`src/hdl/dsc_pkg.sv`:
```
// Shared widths, constants, types and helpers of the serial date converter.
package dsc_pkg;

    localparam int IN_W      = 56;
    localparam int DAY_W     = 22;
    localparam int SEC_W     = 17;
    localparam int YEAR_W    = 14;
    localparam int MON_W     = 4;
    localparam int MDAY_W    = 5;
    localparam int WDAY_W    = 3;
    localparam int YDAY_W    = 9;
    localparam int HOUR_W    = 5;
    localparam int MIN_W     = 6;
    localparam int SECF_W    = 6;

    localparam int FRAC_BITS_DEFAULT = 32;
    localparam int PIPE_DEPTH        = 7;

    localparam longint      SERIAL_DAY_LO = -657434;
    localparam longint      SERIAL_DAY_HI = 2958465;
    localparam int unsigned DAYS_TO_EPOCH = 693959;
    localparam int unsigned SECS_PER_DAY  = 86400;

    // Shift of the reciprocal multipliers used for division by constants.
    localparam int RECIP_SHIFT = 24;

    localparam logic [YDAY_W-1:0] MONTH_START [13] = '{
        9'd0, 9'd31, 9'd59, 9'd90, 9'd120, 9'd151, 9'd181,
        9'd212, 9'd243, 9'd273, 9'd304, 9'd334, 9'd365
    };

    typedef struct packed {
        logic [YEAR_W-1:0] year;
        logic [YDAY_W-1:0] day_of_year;
        logic [WDAY_W-1:0] day_of_week;
        logic              leap;
        logic [YDAY_W-1:0] day_idx;
    } year_info_t;

    // Remainder by seven: octal digits sum modulo seven since 8 = 1 (mod 7).
    function automatic logic [WDAY_W-1:0] mod7(input logic [DAY_W-1:0] x);
        logic [23:0] w;
        logic [5:0]  s1;
        logic [3:0]  s2;
        logic [3:0]  s3;
        w  = 24'(x);
        s1 = '0;
        for (int i = 0; i < 8; i++)
        begin
            s1 = s1 + 6'(w[3*i +: 3]);
        end
        s2 = 4'(s1[5:3]) + 4'(s1[2:0]);
        s3 = 4'(s2[3]) + 4'(s2[2:0]);
        if (s3 >= 4'd7)
        begin
            s3 = s3 - 4'd7;
        end
        return s3[WDAY_W-1:0];
    endfunction

endpackage

```
`src/hdl/dsc_front.sv`:
```
// Input stage: range check, rounding to the second, split into day number and fraction.
module dsc_front #(
    parameter int FRACTION_BITS = dsc_pkg::FRAC_BITS_DEFAULT
) (
    input  logic                            clk,
    input  logic                            en,
    input  logic signed [dsc_pkg::IN_W-1:0] serial_date,
    output logic [dsc_pkg::DAY_W-1:0]       day_num,
    output logic [FRACTION_BITS-1:0]        frac,
    output logic                            in_range
);

    localparam int IN_W  = dsc_pkg::IN_W;
    localparam int DAY_W = dsc_pkg::DAY_W;

    localparam logic signed [IN_W-1:0] MAX_FIX =
        IN_W'(dsc_pkg::SERIAL_DAY_HI) <<< FRACTION_BITS;
    localparam logic signed [IN_W-1:0] MIN_FIX =
        IN_W'(dsc_pkg::SERIAL_DAY_LO) <<< FRACTION_BITS;
    localparam logic signed [IN_W-1:0] HALF =
        IN_W'(((64'd1 << FRACTION_BITS) + 64'd86400) / 64'd172800);

    logic signed [IN_W-1:0]    rounded;
    logic        [IN_W-1:0]    mag;
    logic        [DAY_W-1:0]   whole_days;
    logic        [DAY_W-1:0]   day_num_next, day_num_reg;
    logic [FRACTION_BITS-1:0]  frac_next, frac_reg;
    logic                      in_range_next, in_range_reg;

    always_comb
    begin
        // Zero counts as not positive: subtract the half second.
        if (!serial_date[IN_W-1] && (serial_date != '0))
        begin
            rounded = serial_date + HALF;
        end
        else
        begin
            rounded = serial_date - HALF;
        end
        mag        = rounded[IN_W-1] ? -rounded : rounded;
        whole_days = mag[FRACTION_BITS +: DAY_W];
        if (rounded[IN_W-1])
        begin
            day_num_next = DAY_W'(dsc_pkg::DAYS_TO_EPOCH) - whole_days;
        end
        else
        begin
            day_num_next = DAY_W'(dsc_pkg::DAYS_TO_EPOCH) + whole_days;
        end
        frac_next     = mag[FRACTION_BITS-1:0];
        in_range_next = (serial_date <= MAX_FIX) && (serial_date >= MIN_FIX);
    end

    always_ff @(posedge clk)
    begin
        if (en)
        begin
            day_num_reg  <= day_num_next;
            frac_reg     <= frac_next;
            in_range_reg <= in_range_next;
        end
    end

    assign day_num  = day_num_reg;
    assign frac     = frac_reg;
    assign in_range = in_range_reg;

endmodule

```
`src/hdl/dsc_year.sv`:
```
// Day number to year, day within year and weekday, over five register stages.
module dsc_year (
    input  logic                       clk,
    input  logic                       en,
    input  logic [dsc_pkg::DAY_W-1:0]  day_num,
    output dsc_pkg::year_info_t        info
);

    localparam int DAY_W = dsc_pkg::DAY_W;
    localparam int SH    = dsc_pkg::RECIP_SHIFT;

    localparam int unsigned DAYS_400Y = 146097;
    localparam int unsigned DAYS_100Y = 36524;
    localparam int unsigned DAYS_4Y   = 1461;
    localparam int unsigned DAYS_1Y   = 365;

    localparam logic [6:0]  R400  = 7'((64'd1 << SH) / 64'(DAYS_400Y));
    localparam logic [13:0] R1461 = 14'((64'd1 << SH) / 64'(DAYS_4Y));

    // Stage two: quotient estimate by 400 years, weekday
    logic [28:0]      prod400;
    logic [DAY_W-1:0] s2_day_reg;
    logic [4:0]       s2_y400e_next, s2_y400e_reg;
    logic [2:0]       s2_wday_next, s2_wday_reg;

    // Stage three: corrected 400 year count and remainder
    logic [22:0]      sub400;
    logic [18:0]      rem400;
    logic [4:0]       s3_y400_next, s3_y400_reg;
    logic [17:0]      s3_d1_next, s3_d1_reg;
    logic [2:0]       s3_wday_reg;

    // Stage four: century and quotient estimate by four years
    logic [1:0]       s4_cent_next, s4_cent_reg;
    logic [15:0]      s4_e_next, s4_e_reg;
    logic [29:0]      prod4y;
    logic [5:0]       s4_y4e_next, s4_y4e_reg;
    logic [4:0]       s4_y400_reg;
    logic [2:0]       s4_wday_reg;

    // Stage five: corrected four year count, day within the four years
    logic [16:0]      sub4y;
    logic [11:0]      rem4y;
    logic [10:0]      r4y;
    logic [5:0]       s5_y4_next, s5_y4_reg;
    logic             s5_leap4_next, s5_leap4_reg;
    logic [10:0]      s5_day4_next, s5_day4_reg;
    logic [4:0]       s5_y400_reg;
    logic [1:0]       s5_cent_reg;
    logic [2:0]       s5_wday_reg;

    // Stage six: year within the four and final fields
    logic [1:0]          yr;
    logic [10:0]         day_off;
    dsc_pkg::year_info_t info_next, info_reg;

    always_comb
    begin
        prod400       = 29'(day_num) * 29'(R400);
        s2_y400e_next = prod400[SH +: 5];
        s2_wday_next  = dsc_pkg::mod7(day_num - DAY_W'(1)) + 3'd1;
    end

    always_comb
    begin
        sub400 = 23'(s2_day_reg) - 23'(s2_y400e_reg) * 23'(DAYS_400Y);
        rem400 = sub400[18:0];
        if (rem400 >= 19'(DAYS_400Y))
        begin
            s3_y400_next = s2_y400e_reg + 5'd1;
            s3_d1_next   = 18'(rem400 - 19'(DAYS_400Y));
        end
        else
        begin
            s3_y400_next = s2_y400e_reg;
            s3_d1_next   = rem400[17:0];
        end
    end

    always_comb
    begin
        s4_cent_next = 2'(s3_d1_reg >= 18'(DAYS_100Y + 1))
                     + 2'(s3_d1_reg >= 18'(2 * DAYS_100Y + 1))
                     + 2'(s3_d1_reg >= 18'(3 * DAYS_100Y + 1));
        s4_e_next    = 16'(s3_d1_reg - 18'(s4_cent_next) * 18'(DAYS_100Y));
        prod4y       = 30'(s4_e_next) * 30'(R1461);
        s4_y4e_next  = prod4y[SH +: 6];
    end

    always_comb
    begin
        sub4y = 17'(s4_e_reg) - 17'(s4_y4e_reg) * 17'(DAYS_4Y);
        rem4y = sub4y[11:0];
        if (rem4y >= 12'(DAYS_4Y))
        begin
            s5_y4_next = s4_y4e_reg + 6'd1;
            r4y        = 11'(rem4y - 12'(DAYS_4Y));
        end
        else
        begin
            s5_y4_next = s4_y4e_reg;
            r4y        = rem4y[10:0];
        end
        // The first four years of a non-leading century lack the leap day.
        s5_leap4_next = !((s4_cent_reg != 2'd0) && (s5_y4_next == 6'd0));
        s5_day4_next  = s5_leap4_next ? r4y : r4y - 11'd1;
    end

    always_comb
    begin
        if (s5_leap4_reg)
        begin
            yr = 2'(s5_day4_reg >= 11'(DAYS_1Y + 1))
               + 2'(s5_day4_reg >= 11'(2 * DAYS_1Y + 1))
               + 2'(s5_day4_reg >= 11'(3 * DAYS_1Y + 1));
            if (yr == 2'd0)
            begin
                day_off = s5_day4_reg;
            end
            else
            begin
                day_off = s5_day4_reg - 11'd1 - 11'(yr) * 11'(DAYS_1Y);
            end
        end
        else
        begin
            yr = 2'(s5_day4_reg >= 11'(DAYS_1Y))
               + 2'(s5_day4_reg >= 11'(2 * DAYS_1Y))
               + 2'(s5_day4_reg >= 11'(3 * DAYS_1Y));
            day_off = s5_day4_reg - 11'(yr) * 11'(DAYS_1Y);
        end
        info_next.year        = 14'(s5_y400_reg) * 14'd400 + 14'(s5_cent_reg) * 14'd100
                              + 14'(s5_y4_reg) * 14'd4 + 14'(yr);
        info_next.day_idx     = 9'(day_off);
        info_next.day_of_year = 9'(day_off) + 9'd1;
        info_next.day_of_week = s5_wday_reg;
        info_next.leap        = s5_leap4_reg && (yr == 2'd0);
    end

    always_ff @(posedge clk)
    begin
        if (en)
        begin
            s2_day_reg   <= day_num;
            s2_y400e_reg <= s2_y400e_next;
            s2_wday_reg  <= s2_wday_next;

            s3_y400_reg  <= s3_y400_next;
            s3_d1_reg    <= s3_d1_next;
            s3_wday_reg  <= s2_wday_reg;

            s4_cent_reg  <= s4_cent_next;
            s4_e_reg     <= s4_e_next;
            s4_y4e_reg   <= s4_y4e_next;
            s4_y400_reg  <= s3_y400_reg;
            s4_wday_reg  <= s3_wday_reg;

            s5_y4_reg    <= s5_y4_next;
            s5_leap4_reg <= s5_leap4_next;
            s5_day4_reg  <= s5_day4_next;
            s5_y400_reg  <= s4_y400_reg;
            s5_cent_reg  <= s4_cent_reg;
            s5_wday_reg  <= s4_wday_reg;

            info_reg     <= info_next;
        end
    end

    assign info = info_reg;

endmodule

```
`src/hdl/dsc_clock.sv`:
```
// Fraction of a day to hour, minute and second, over six register stages.
module dsc_clock #(
    parameter int FRACTION_BITS = dsc_pkg::FRAC_BITS_DEFAULT
) (
    input  logic                         clk,
    input  logic                         en,
    input  logic [FRACTION_BITS-1:0]     frac,
    output logic [dsc_pkg::HOUR_W-1:0]   hour,
    output logic [dsc_pkg::MIN_W-1:0]    minute,
    output logic [dsc_pkg::SECF_W-1:0]   second
);

    localparam int SEC_W  = dsc_pkg::SEC_W;
    localparam int HOUR_W = dsc_pkg::HOUR_W;
    localparam int MIN_W  = dsc_pkg::MIN_W;
    localparam int SECF_W = dsc_pkg::SECF_W;
    localparam int PROD_W = FRACTION_BITS + SEC_W;
    localparam int SH     = dsc_pkg::RECIP_SHIFT;

    localparam int unsigned SECS_PER_HOUR = 3600;
    localparam int unsigned SECS_PER_MIN  = 60;

    localparam logic [12:0] R3600 = 13'((64'd1 << SH) / 64'(SECS_PER_HOUR));
    localparam logic [18:0] R60   = 19'((64'd1 << SH) / 64'(SECS_PER_MIN));

    logic [PROD_W-1:0] sprod;
    logic [SEC_W-1:0]  secs_next, secs_reg;

    logic [29:0]       hprod;
    logic [HOUR_W-1:0] hour_est_next, hour_est_reg;
    logic [SEC_W-1:0]  secs3_reg;

    logic [SEC_W-1:0]  hrem;
    logic [HOUR_W-1:0] hour4_next, hour4_reg;
    logic [11:0]       ms_next, ms_reg;

    logic [30:0]       mprod;
    logic [MIN_W-1:0]  min_est_next, min_est_reg;
    logic [HOUR_W-1:0] hour5_reg;
    logic [11:0]       ms5_reg;

    logic [11:0]       mrem;
    logic [MIN_W-1:0]  minute6_next, minute6_reg;
    logic [SECF_W-1:0] second6_next, second6_reg;
    logic [HOUR_W-1:0] hour6_reg;

    logic [HOUR_W-1:0] hour_reg;
    logic [MIN_W-1:0]  minute_reg;
    logic [SECF_W-1:0] second_reg;

    always_comb
    begin
        sprod     = PROD_W'(frac) * PROD_W'(dsc_pkg::SECS_PER_DAY);
        secs_next = sprod[FRACTION_BITS +: SEC_W];
    end

    always_comb
    begin
        hprod         = 30'(secs_reg) * 30'(R3600);
        hour_est_next = hprod[SH +: HOUR_W];
    end

    always_comb
    begin
        hrem = secs3_reg - SEC_W'(hour_est_reg) * SEC_W'(SECS_PER_HOUR);
        if (hrem >= SEC_W'(SECS_PER_HOUR))
        begin
            hour4_next = hour_est_reg + HOUR_W'(1);
            ms_next    = 12'(hrem - SEC_W'(SECS_PER_HOUR));
        end
        else
        begin
            hour4_next = hour_est_reg;
            ms_next    = 12'(hrem);
        end
    end

    always_comb
    begin
        mprod        = 31'(ms_reg) * 31'(R60);
        min_est_next = mprod[SH +: MIN_W];
    end

    always_comb
    begin
        mrem = ms5_reg - 12'(min_est_reg) * 12'(SECS_PER_MIN);
        if (mrem >= 12'(SECS_PER_MIN))
        begin
            minute6_next = min_est_reg + MIN_W'(1);
            second6_next = SECF_W'(mrem - 12'(SECS_PER_MIN));
        end
        else
        begin
            minute6_next = min_est_reg;
            second6_next = SECF_W'(mrem);
        end
    end

    always_ff @(posedge clk)
    begin
        if (en)
        begin
            secs_reg     <= secs_next;

            hour_est_reg <= hour_est_next;
            secs3_reg    <= secs_reg;

            hour4_reg    <= hour4_next;
            ms_reg       <= ms_next;

            min_est_reg  <= min_est_next;
            hour5_reg    <= hour4_reg;
            ms5_reg      <= ms_reg;

            minute6_reg  <= minute6_next;
            second6_reg  <= second6_next;
            hour6_reg    <= hour5_reg;

            // hold one more stage to line up with the month lookup
            hour_reg     <= hour6_reg;
            minute_reg   <= minute6_reg;
            second_reg   <= second6_reg;
        end
    end

    assign hour   = hour_reg;
    assign minute = minute_reg;
    assign second = second_reg;

endmodule

```
`src/hdl/dsc_month.sv`:
```
// Day within year to month and day of month; final calendar register stage.
module dsc_month (
    input  logic                        clk,
    input  logic                        en,
    input  dsc_pkg::year_info_t         info,
    output logic [dsc_pkg::YEAR_W-1:0]  year,
    output logic [dsc_pkg::MON_W-1:0]   month,
    output logic [dsc_pkg::MDAY_W-1:0]  day_of_month,
    output logic [dsc_pkg::WDAY_W-1:0]  day_of_week,
    output logic [dsc_pkg::YDAY_W-1:0]  day_of_year
);

    localparam int MON_W  = dsc_pkg::MON_W;
    localparam int MDAY_W = dsc_pkg::MDAY_W;
    localparam int YDAY_W = dsc_pkg::YDAY_W;

    localparam logic [YDAY_W-1:0] LEAP_DAY_IDX = 9'd59;
    localparam logic [MON_W-1:0]  MONTH_FEB    = 4'd2;
    localparam logic [MDAY_W-1:0] LEAP_MDAY    = 5'd29;

    logic                       feb29;
    logic [YDAY_W-1:0]          day_adj;
    logic [MON_W-1:0]           mon_cnt;
    logic [MON_W-1:0]           month_next, month_reg;
    logic [MDAY_W-1:0]          mday_next, mday_reg;
    logic [dsc_pkg::YEAR_W-1:0] year_reg;
    logic [dsc_pkg::WDAY_W-1:0] wday_reg;
    logic [YDAY_W-1:0]          yday_reg;

    always_comb
    begin
        feb29   = info.leap && (info.day_idx == LEAP_DAY_IDX);
        // drop the leap day so the common-year table applies after February
        day_adj = info.day_idx + 9'd1
                - ((info.leap && (info.day_idx > LEAP_DAY_IDX)) ? 9'd1 : 9'd0);
        mon_cnt = 4'd1;
        for (int k = 1; k < 12; k++)
        begin
            if (day_adj > dsc_pkg::MONTH_START[k])
            begin
                mon_cnt = mon_cnt + 4'd1;
            end
        end
        if (feb29)
        begin
            month_next = MONTH_FEB;
            mday_next  = LEAP_MDAY;
        end
        else
        begin
            month_next = mon_cnt;
            mday_next  = MDAY_W'(day_adj - dsc_pkg::MONTH_START[mon_cnt - 4'd1]);
        end
    end

    always_ff @(posedge clk)
    begin
        if (en)
        begin
            month_reg <= month_next;
            mday_reg  <= mday_next;
            year_reg  <= info.year;
            wday_reg  <= info.day_of_week;
            yday_reg  <= info.day_of_year;
        end
    end

    assign year         = year_reg;
    assign month        = month_reg;
    assign day_of_month = mday_reg;
    assign day_of_week  = wday_reg;
    assign day_of_year  = yday_reg;

endmodule

```
`src/hdl/date_serial_to_calendar_top.sv`:
```
// Serial date to calendar converter: takes one word per cycle when not stalled, and
// each result goes through seven register stages: input rounding and range check,
// the seconds multiply, then reciprocal estimates and corrections for the 400 year,
// century, four year, hour and minute divisions, and the month table lookup. A stall
// on the result side freezes the whole pipeline, and the input is stalled in that
// cycle only when a finished word waits at the output; otherwise a new word is taken
// every cycle. Out of range inputs give valid_res low and all other fields zero.
module date_serial_to_calendar_top #(
    parameter int FRACTION_BITS = dsc_pkg::FRAC_BITS_DEFAULT
) (
    input  logic                            clk,
    input  logic                            rst_n,
    input  logic                            date_valid,
    output logic                            date_stall,
    input  logic signed [dsc_pkg::IN_W-1:0] serial_date,
    output logic                            cal_valid,
    input  logic                            cal_stall,
    output logic                            valid_res,
    output logic [dsc_pkg::YEAR_W-1:0]      year,
    output logic [dsc_pkg::MON_W-1:0]       month,
    output logic [dsc_pkg::MDAY_W-1:0]      day_of_month,
    output logic [dsc_pkg::WDAY_W-1:0]      day_of_week,
    output logic [dsc_pkg::YDAY_W-1:0]      day_of_year,
    output logic [dsc_pkg::HOUR_W-1:0]      hour,
    output logic [dsc_pkg::MIN_W-1:0]       minute,
    output logic [dsc_pkg::SECF_W-1:0]      second
);

    localparam int PIPE_DEPTH = dsc_pkg::PIPE_DEPTH;

    logic                            adv;
    logic [PIPE_DEPTH-1:0]           valid_next, valid_reg;
    logic [PIPE_DEPTH-2:0]           ok_next, ok_reg;
    logic                            ok;

    logic [dsc_pkg::DAY_W-1:0]       day_num;
    logic [FRACTION_BITS-1:0]        frac;
    logic                            in_range;
    dsc_pkg::year_info_t             info;

    logic [dsc_pkg::YEAR_W-1:0]      year_w;
    logic [dsc_pkg::MON_W-1:0]       month_w;
    logic [dsc_pkg::MDAY_W-1:0]      mday_w;
    logic [dsc_pkg::WDAY_W-1:0]      wday_w;
    logic [dsc_pkg::YDAY_W-1:0]      yday_w;
    logic [dsc_pkg::HOUR_W-1:0]      hour_w;
    logic [dsc_pkg::MIN_W-1:0]       minute_w;
    logic [dsc_pkg::SECF_W-1:0]      second_w;

    // advance every stage unless a finished word is held at the output
    assign adv        = !(valid_reg[PIPE_DEPTH-1] && cal_stall);
    assign date_stall = !adv;

    assign valid_next = {valid_reg[PIPE_DEPTH-2:0], date_valid};
    assign ok_next    = {ok_reg[PIPE_DEPTH-3:0], in_range};

    always_ff @(posedge clk or negedge rst_n)
    begin
        if (!rst_n)
        begin
            valid_reg <= '0;
        end
        else if (adv)
        begin
            valid_reg <= valid_next;
        end
    end

    always_ff @(posedge clk)
    begin
        if (adv)
        begin
            ok_reg <= ok_next;
        end
    end

    dsc_front #(
        .FRACTION_BITS(FRACTION_BITS)
    ) u_front (
        .clk         (clk),
        .en          (adv),
        .serial_date (serial_date),
        .day_num     (day_num),
        .frac        (frac),
        .in_range    (in_range)
    );

    dsc_year u_year (
        .clk     (clk),
        .en      (adv),
        .day_num (day_num),
        .info    (info)
    );

    dsc_month u_month (
        .clk          (clk),
        .en           (adv),
        .info         (info),
        .year         (year_w),
        .month        (month_w),
        .day_of_month (mday_w),
        .day_of_week  (wday_w),
        .day_of_year  (yday_w)
    );

    dsc_clock #(
        .FRACTION_BITS(FRACTION_BITS)
    ) u_clock (
        .clk    (clk),
        .en     (adv),
        .frac   (frac),
        .hour   (hour_w),
        .minute (minute_w),
        .second (second_w)
    );

    assign ok           = ok_reg[PIPE_DEPTH-2];
    assign cal_valid    = valid_reg[PIPE_DEPTH-1];
    assign valid_res    = ok;
    assign year         = ok ? year_w   : '0;
    assign month        = ok ? month_w  : '0;
    assign day_of_month = ok ? mday_w   : '0;
    assign day_of_week  = ok ? wday_w   : '0;
    assign day_of_year  = ok ? yday_w   : '0;
    assign hour         = ok ? hour_w   : '0;
    assign minute       = ok ? minute_w : '0;
    assign second       = ok ? second_w : '0;

endmodule

```
`config.mk`:
```
export PLATFORM = sky130hd
export DESIGN_NAME = date_serial_to_calendar_top
export DESIGN_NICKNAME = d
export VERILOG_FILES = /design/src/hdl/dsc_pkg.sv /design/src/hdl/dsc_front.sv /design/src/hdl/dsc_year.sv /design/src/hdl/dsc_clock.sv /design/src/hdl/dsc_month.sv /design/src/hdl/date_serial_to_calendar_top.sv
export SDC_FILE = /design/constraint.sdc
export NUM_CORES = 2
export LEC_CHECK = 0
export ABC_AREA = 1
export BUFFER_PORTS_ARGS = -buffer_cell sky130_fd_sc_hd__buf_4
export CAP_MARGIN = 40
export CORE_ASPECT_RATIO = 0.75
export CORE_UTILIZATION = 40
export CTS_CLUSTER_SIZE = 30
export DETAILED_ROUTE_END_ITERATION = 12
export HOLD_SLACK_MARGIN = 0.1
export PLACE_DENSITY = 0.65
export SLEW_MARGIN = 0
export SYNTH_ARGS = -nofsm -noshare
export SYNTH_HDL_FRONTEND = slang
export SYNTH_HIERARCHICAL = 1
export SYNTH_SLANG_ARGS = --single-unit
```
`constraint.sdc`:
```
create_clock -name clk -period 8.75 [get_ports clk]
set_input_delay 0.875 -clock clk [delete_from_list [all_inputs] [get_ports clk]]
set_output_delay 0.875 -clock clk [all_outputs]
set_load 0.05 [all_outputs]
```
# Word level (Yosys, flattened, before mapping)
# Memory sizes are Yosys's and may differ from the RTL's.
# Index checks and enable logic that the tools add are counted.
# totals
n_memories	1
in_bits	60
word_cells	202
output_inout_bits	55
romBits	144
regBits	361
# memory_table
name	words	width	read_ports	rd_clocked_by_memory_dff	wr	line_no	rtl
(no name shown)	16	9	1	0	0	dsc_month.sv:52	mday_next = MDAY_W'(day_adj - dsc_pkg::MONTH_START[mon_cnt - 4'd1]);
# op_classes
order_cmp	29
n_mul	14
n_bitwise	1
muxes	38
n_reduce_logical	14
n_eq_ne	1
add_sub_neg	58
# ops
operator	count
$add A56 B16 Y56 const B	1
$ge A56 B53 Y1 const B	1
$le A56 B55 Y1 const B	1
$mux W56	1
$reduce_bool A56 Y1	1
$sub A56 B16 Y56 const B	1
$mux W54	1
$neg A54 Y54	1
$mux W4	11
$mul A32 B10 Y42 const B	1
$add A4 B1 Y4 const B	9
$ge A18 B17 Y1 const B	2
$gt A9 B8 Y1 const B	4
$add A6 B3 Y6	5
$mul A16 B14 Y30 const B	1
$mux W5	6
$mux W6	5
$mul A12 B17 Y28 const B	1
$mul A22 B6 Y28 const B	1
$gt A9 B9 Y1 const B	3
$mul A17 B11 Y27 const B	1
$mux W9	3
$sub A12 B12 Y12	2
$add A20 B22 Y22 const A	1
other kinds (65)	91

# Logic depth before layout (Yosys ltp)
# logic_depth
ltp_word	32
ltp_mapped	66
depth_no_buf	66

# Modules after synthesis
# Netlist, hierarchy kept.
# modules_own_cells
mod	n_inst	seq_area_each_um2	area_per_inst_um2	cells_per_inst
dsc_year	1	4354.2	20679.8	2339
dsc_clock	1	3393.3	16328.2	1935
dsc_front	1	1651.6	10407.5	1902
dsc_month	1	1051.0	3490.8	454
date_serial_to_calendar_top	1	355.3	925.9	148

# Worst setup path before layout
# OpenSTA, ideal clock, no wires.
# synth_timing
path_type	flip-flop to flip-flop
startpoint	register u_year.info_reg (netlist bit u_year/info[2])
endpoint	register u_month.mday_reg[4], in the netlist u_month/day_of_month[4] (data pin)
setup_time_ps	263
arrival_time_ps	9078
period_less_slack_ps	9341
path_buffers	0
stages_incl_launch_ff	61
setup_slack_ps	-591
t_required_ps	8487
cell_sequence	edfxtp_1 > inv_1 > ha_1 > inv_1 > nor4_1 > nand3b_1 > ha_1 > ha_1 > inv_1 > ha_1 > inv_1 > nand2_1 > nand2_1 > nand3_2 > nand3_1 > nand2_4 > nor2_8 > inv_1 > [25 not listed] > nand2_1 > ha_1 > or2_2 > nand2_1 > ha_1 > inv_1 > ha_1 > o21ai_1 > o21ai_1 > ha_1 > inv_1 > fa_1 > a21o_1 > a21oi_1 > xor2_1 > inv_1 > nand2_1 > nand3_1
# synth_via
elab_chain_cells	32
elab_cells_between_ends	45
classes_between	14 x add/sub; 12 x order compare; 1 x eq/ne; 14 x mux; 1 x bitwise; 2 x reduce/logical; 1 x memory
# synth_lines
element	line_no	rtl
from (decl)	dsc_year.sv:55	dsc_pkg::year_info_t info_next, info_reg;
from (signal assigned)	dsc_year.sv:165	info_reg <= info_next;
$gt A9 B6 Y1	dsc_month.sv:35	- ((info.leap && (info.day_idx > LEAP_DAY_IDX)) ? 9'd1 : 9'd0);
$logic_and A1 B1 Y1	dsc_month.sv:35	
$mux W1	dsc_month.sv:35	
$sub A9 B1 Y9	dsc_month.sv:35	
$gt A9 B5 Y1	dsc_month.sv:39	if (day_adj > dsc_pkg::MONTH_START[k])
$mux W2	dsc_month.sv:39	
$add A2 B1 Y3	dsc_month.sv:41	mon_cnt = mon_cnt + 4'd1;
$mux W4	dsc_month.sv:39	
[15 not listed]	--	
$mux W4	dsc_month.sv:39	
$add A4 B1 Y4	dsc_month.sv:41	
$mux W4	dsc_month.sv:39	
$sub A4 B1 Y4	dsc_month.sv:52	
$not A4 Y5 (not written as such)	dsc_month.sv:52	
$mem_v2 Z16 W9	--	
$mux W5 (not written as such) (2 in a row)	dsc_month.sv:52	
$sub A5 B5 Y5	dsc_month.sv:52	
to (signal assigned)	dsc_month.sv:61	mday_reg <= mday_next;
to (decl)	dsc_month.sv:25	logic [MDAY_W-1:0] mday_next, mday_reg;
# Several ways; a longest one is shown, not always the timed one. The select of a mux whose other input is x is not followed.
# A chain may end at the register's enable or synchronous reset.

# Final worst setup path
# layout_timing
startpoint	register u_year.info_reg (netlist bit u_year/info[6])
endpoint	register u_month.mday_reg[4], in the netlist u_month/day_of_month[4] (data pin)
# The elaborated chain is that of the path after synthesis.

==> flow_summary.ini <==
[outcome]
status = complete, but fails checks
violations = setup timing

[yosys]
ys_seq_area_share_pct = 20.8
yosysWarnings = 6
synth_top_area_share_pct = 20.5
postSynthAreaPerCell_um2 = 7.65
synth_cell_types = 68
synthTopCellsByArea = edfxtp_1 (21%), ha_1 (19%), fa_1 (12%), nand2_1 (12%), inv_1 (11%)
synth_simple_gate_area_share_pct = 24.9
synth_top_family_by_area = adder cells
synth_fa_ha_area_share_pct = 31.9
ys_async_sr_fraction_pct = 1.94
syn-instance-count = 6778
synth_compound_area_share_pct = 6.34
synth.most_common_cell = nand2_1
syn_area_um2 = 51800
synth_ff_type = edfxtp_1
synth_edf_count = 354
ys_ff_latch = 361
synth.mux.area_fraction_pct = 0.0217
synth_fp_nets = 7967
yosysTopAreaCell = edfxtp_1
synth_xor_area_share_pct = 4.45
synth_common_cells = nand2_1 (1649), inv_1 (1460), ha_1 (807), nor2_1 (416), nand3_1 (384)

[setup_path]
endpoint_kind = flip-flop
cp_slowest_stage_delay_ps = 580
worst_ep_required_time_ps = 9120
cpLargestDelayFamily = simple AND/OR/NAND/NOR gates
worstSetupStartpointType = flip-flop
worstPathBufferInverterCount = 22
critPathMaxFanout = 3
cp_slowest_cell = fa_2
cp.arrival_ps = 9140
path_common_cell = nand2_4
critPathKind = flip-flop to flip-flop

[floorplanning]
core_area_um2 = 128000
die_area_um2 = 131000
initial_utilization_pct = 40.6
die_h_um = 314
fp.dieW_um = 418
rows = 113
ios = 115

[layout]
nNetsFinal = 8255
final_cells = 8827
antennaDiodeCount = 0
largest_register_ffs = 36
drive_gt1_share_pct = 10.8
syn2layout_area_growth_pct = 12.2

[route]
routedWlPerCell_um = 14.2
drt_wl_total_um = 125000
drc_errors = 0
vias_per_cell = 4.89
drtPass1Iterations = 5
routed-via-count = 43140
drt_iter0_drc = 2786
postRouteAntennaNets = 0

[timing]
grt_setup_unrepaired = yes
worst_pin_slew_ps = 1050
setup_ws_ps = -14.2
finalSetupViolations = 1
slew_headroom_pct = 30.2
holdWs_ps = 416
drv_slew = 0
max_freq_mhz = 114
min_period_ps = 8760
fin_skew_ps = 27.1
period_share_pct = 100
hold_viol_final = 0

[clock_tree]
cts_num_sinks = 361
cts_buffers = 45
cts_tree = built
worstSkewPairLatency_ps = 630
cts-htree-levels = 2
root_buffer = clkbuf_16
path_clk_slew_ps = 60
cts_max_path_buffers = 3

[global_route]
grt_overflow = 0
grt_first_pass_wirelength_um = 206000
track_usage_pct = 19.0
grt_pass1_vias = 41663
grt_start_max_net_pins = 193
grt_antenna_before_repair = 2

[min_path]
hold_class = flip-flop to flip-flop

[place]
dp.cells = 8663
dp_hpwl_um = 104000
place_congestion = 0.923
place.port_buffers = 114
pre_cts_ws_ps = -384

[job]
drv_cap = 0
==> per-layer routing <==
metal / up-vias / share of wire, % / GRT usage (%)
met5: - / 0 / 0
met4: 0 / 1.9 / 4.16
met3: 144 / 4.8 / 2.31
met2: 886 / 43 / 29.7
met1: 20013 / 51 / 28.0
li1: 22097 / - / -
==> stage by stage <==
step           utilization, %  instance area [um2]  setup TNS (ps)
6_report                 45.6                58100           -14.2
5_1_grt                  45.6                58100            -959
4_1_cts                  45.0                57400            -274
3_5_place_dp             43.4                55300            -634
3_3_place_gp             43.4                55300            -308
2_1_floorplan               -                51900               0
==> cells in the final DEF (no fill, tap or decap), types with 20 or more instances in the layout <==
cell and n:
a21oi_1 267, buf_4 264, clkbuf_16 46, edfxtp_1 354
fa_1 318, ha_1 782, ha_4 20, inv_1 1438
inv_2 55, nand2_1 1625, nand2_2 98, nand2_4 45
nand3_1 379, nand3_2 39, nand3b_1 27, nand4_1 97
nor2_1 411, nor2_2 39, nor3_1 49, nor4_1 25
o21ai_0 143, o21ai_1 32, o21bai_1 31, xnor2_1 62
xor2_1 185
==> worst register-to-register path, delay by kind of cell, from the launching register on <==
| kind | cells | cell delay [ps] |
|---|---|---|
| DFF | 1 | 410 |
| xor gates and xnor gates | 1 | 190 |
| and+or+nand+nor | 29 | 2590 |
| adders and majority gates | 10 | 2500 |
| buffers and inverters | 22 | 2090 |
| AOI/OAI and AO/OA | 5 | 730 |
==> final cells by class <==
type / instances / area [um2]
tap: 1725 / 2160
clock inverter: 33 / 295
timing repair buffer: 278 / 2170
inverter: 1507 / 5670
sequential: 361 / 10800
multi-input combinational: 4873 / 35900
fill: 12634 / 69400
clock buffer: 50 / 1170
==> logic make-up (layout without fill, tap and decap cells) <==
| family | Yosys count | count (layout) |
|---|---|---|
| AO/OA/AOI/OAI | 586 | 586 |
| adder cells (fa/ha/maj) | 1129 | 1129 |
| multiplexers | 1 | 1 |
| flip-flops | 361 | 361 |
| AND/OR/NAND/NOR | 2898 | 2898 |
| XOR/XNOR | 259 | 259 |
| buffers and inverters | 1544 | 1868 |
==> what timing repair did <==
action,4_1_cts,5_1_grt
pin swaps,43,70
endpoints found under the setup margin,4,11
buffers inserted,65,24
hold endpoints to repair,7,0
hold buffers,1,0
resized for setup,39,127
==> path summary, 6_finish.rpt <==
kind	startpoint	end	slack, ps	cells past startpoint
max	u_year/info[6]$_DFFE_PP_	u_month/day_of_month[4]$_SDFFCE_PP1P_	-10	67
min	u_year/info[22]$_DFFE_PP_	u_month/year[0]$_DFFE_PP_	420	0
max reg2reg	u_year/info[6]$_DFFE_PP_	u_month/day_of_month[4]$_SDFFCE_PP1P_	-10	67
min reg2reg	u_year/info[22]$_DFFE_PP_	u_month/year[0]$_DFFE_PP_	420	0
max in group asynchronous	rst_n	valid_reg[2]$_DFFE_PN0N_	8010	2
min in group asynchronous	rst_n	valid_reg[0]$_DFFE_PN0N_	600	2
Power is left out: the tool's default activity adds up to more than one toggle a clock period on the data nets, which glitch-free logic cannot reach.
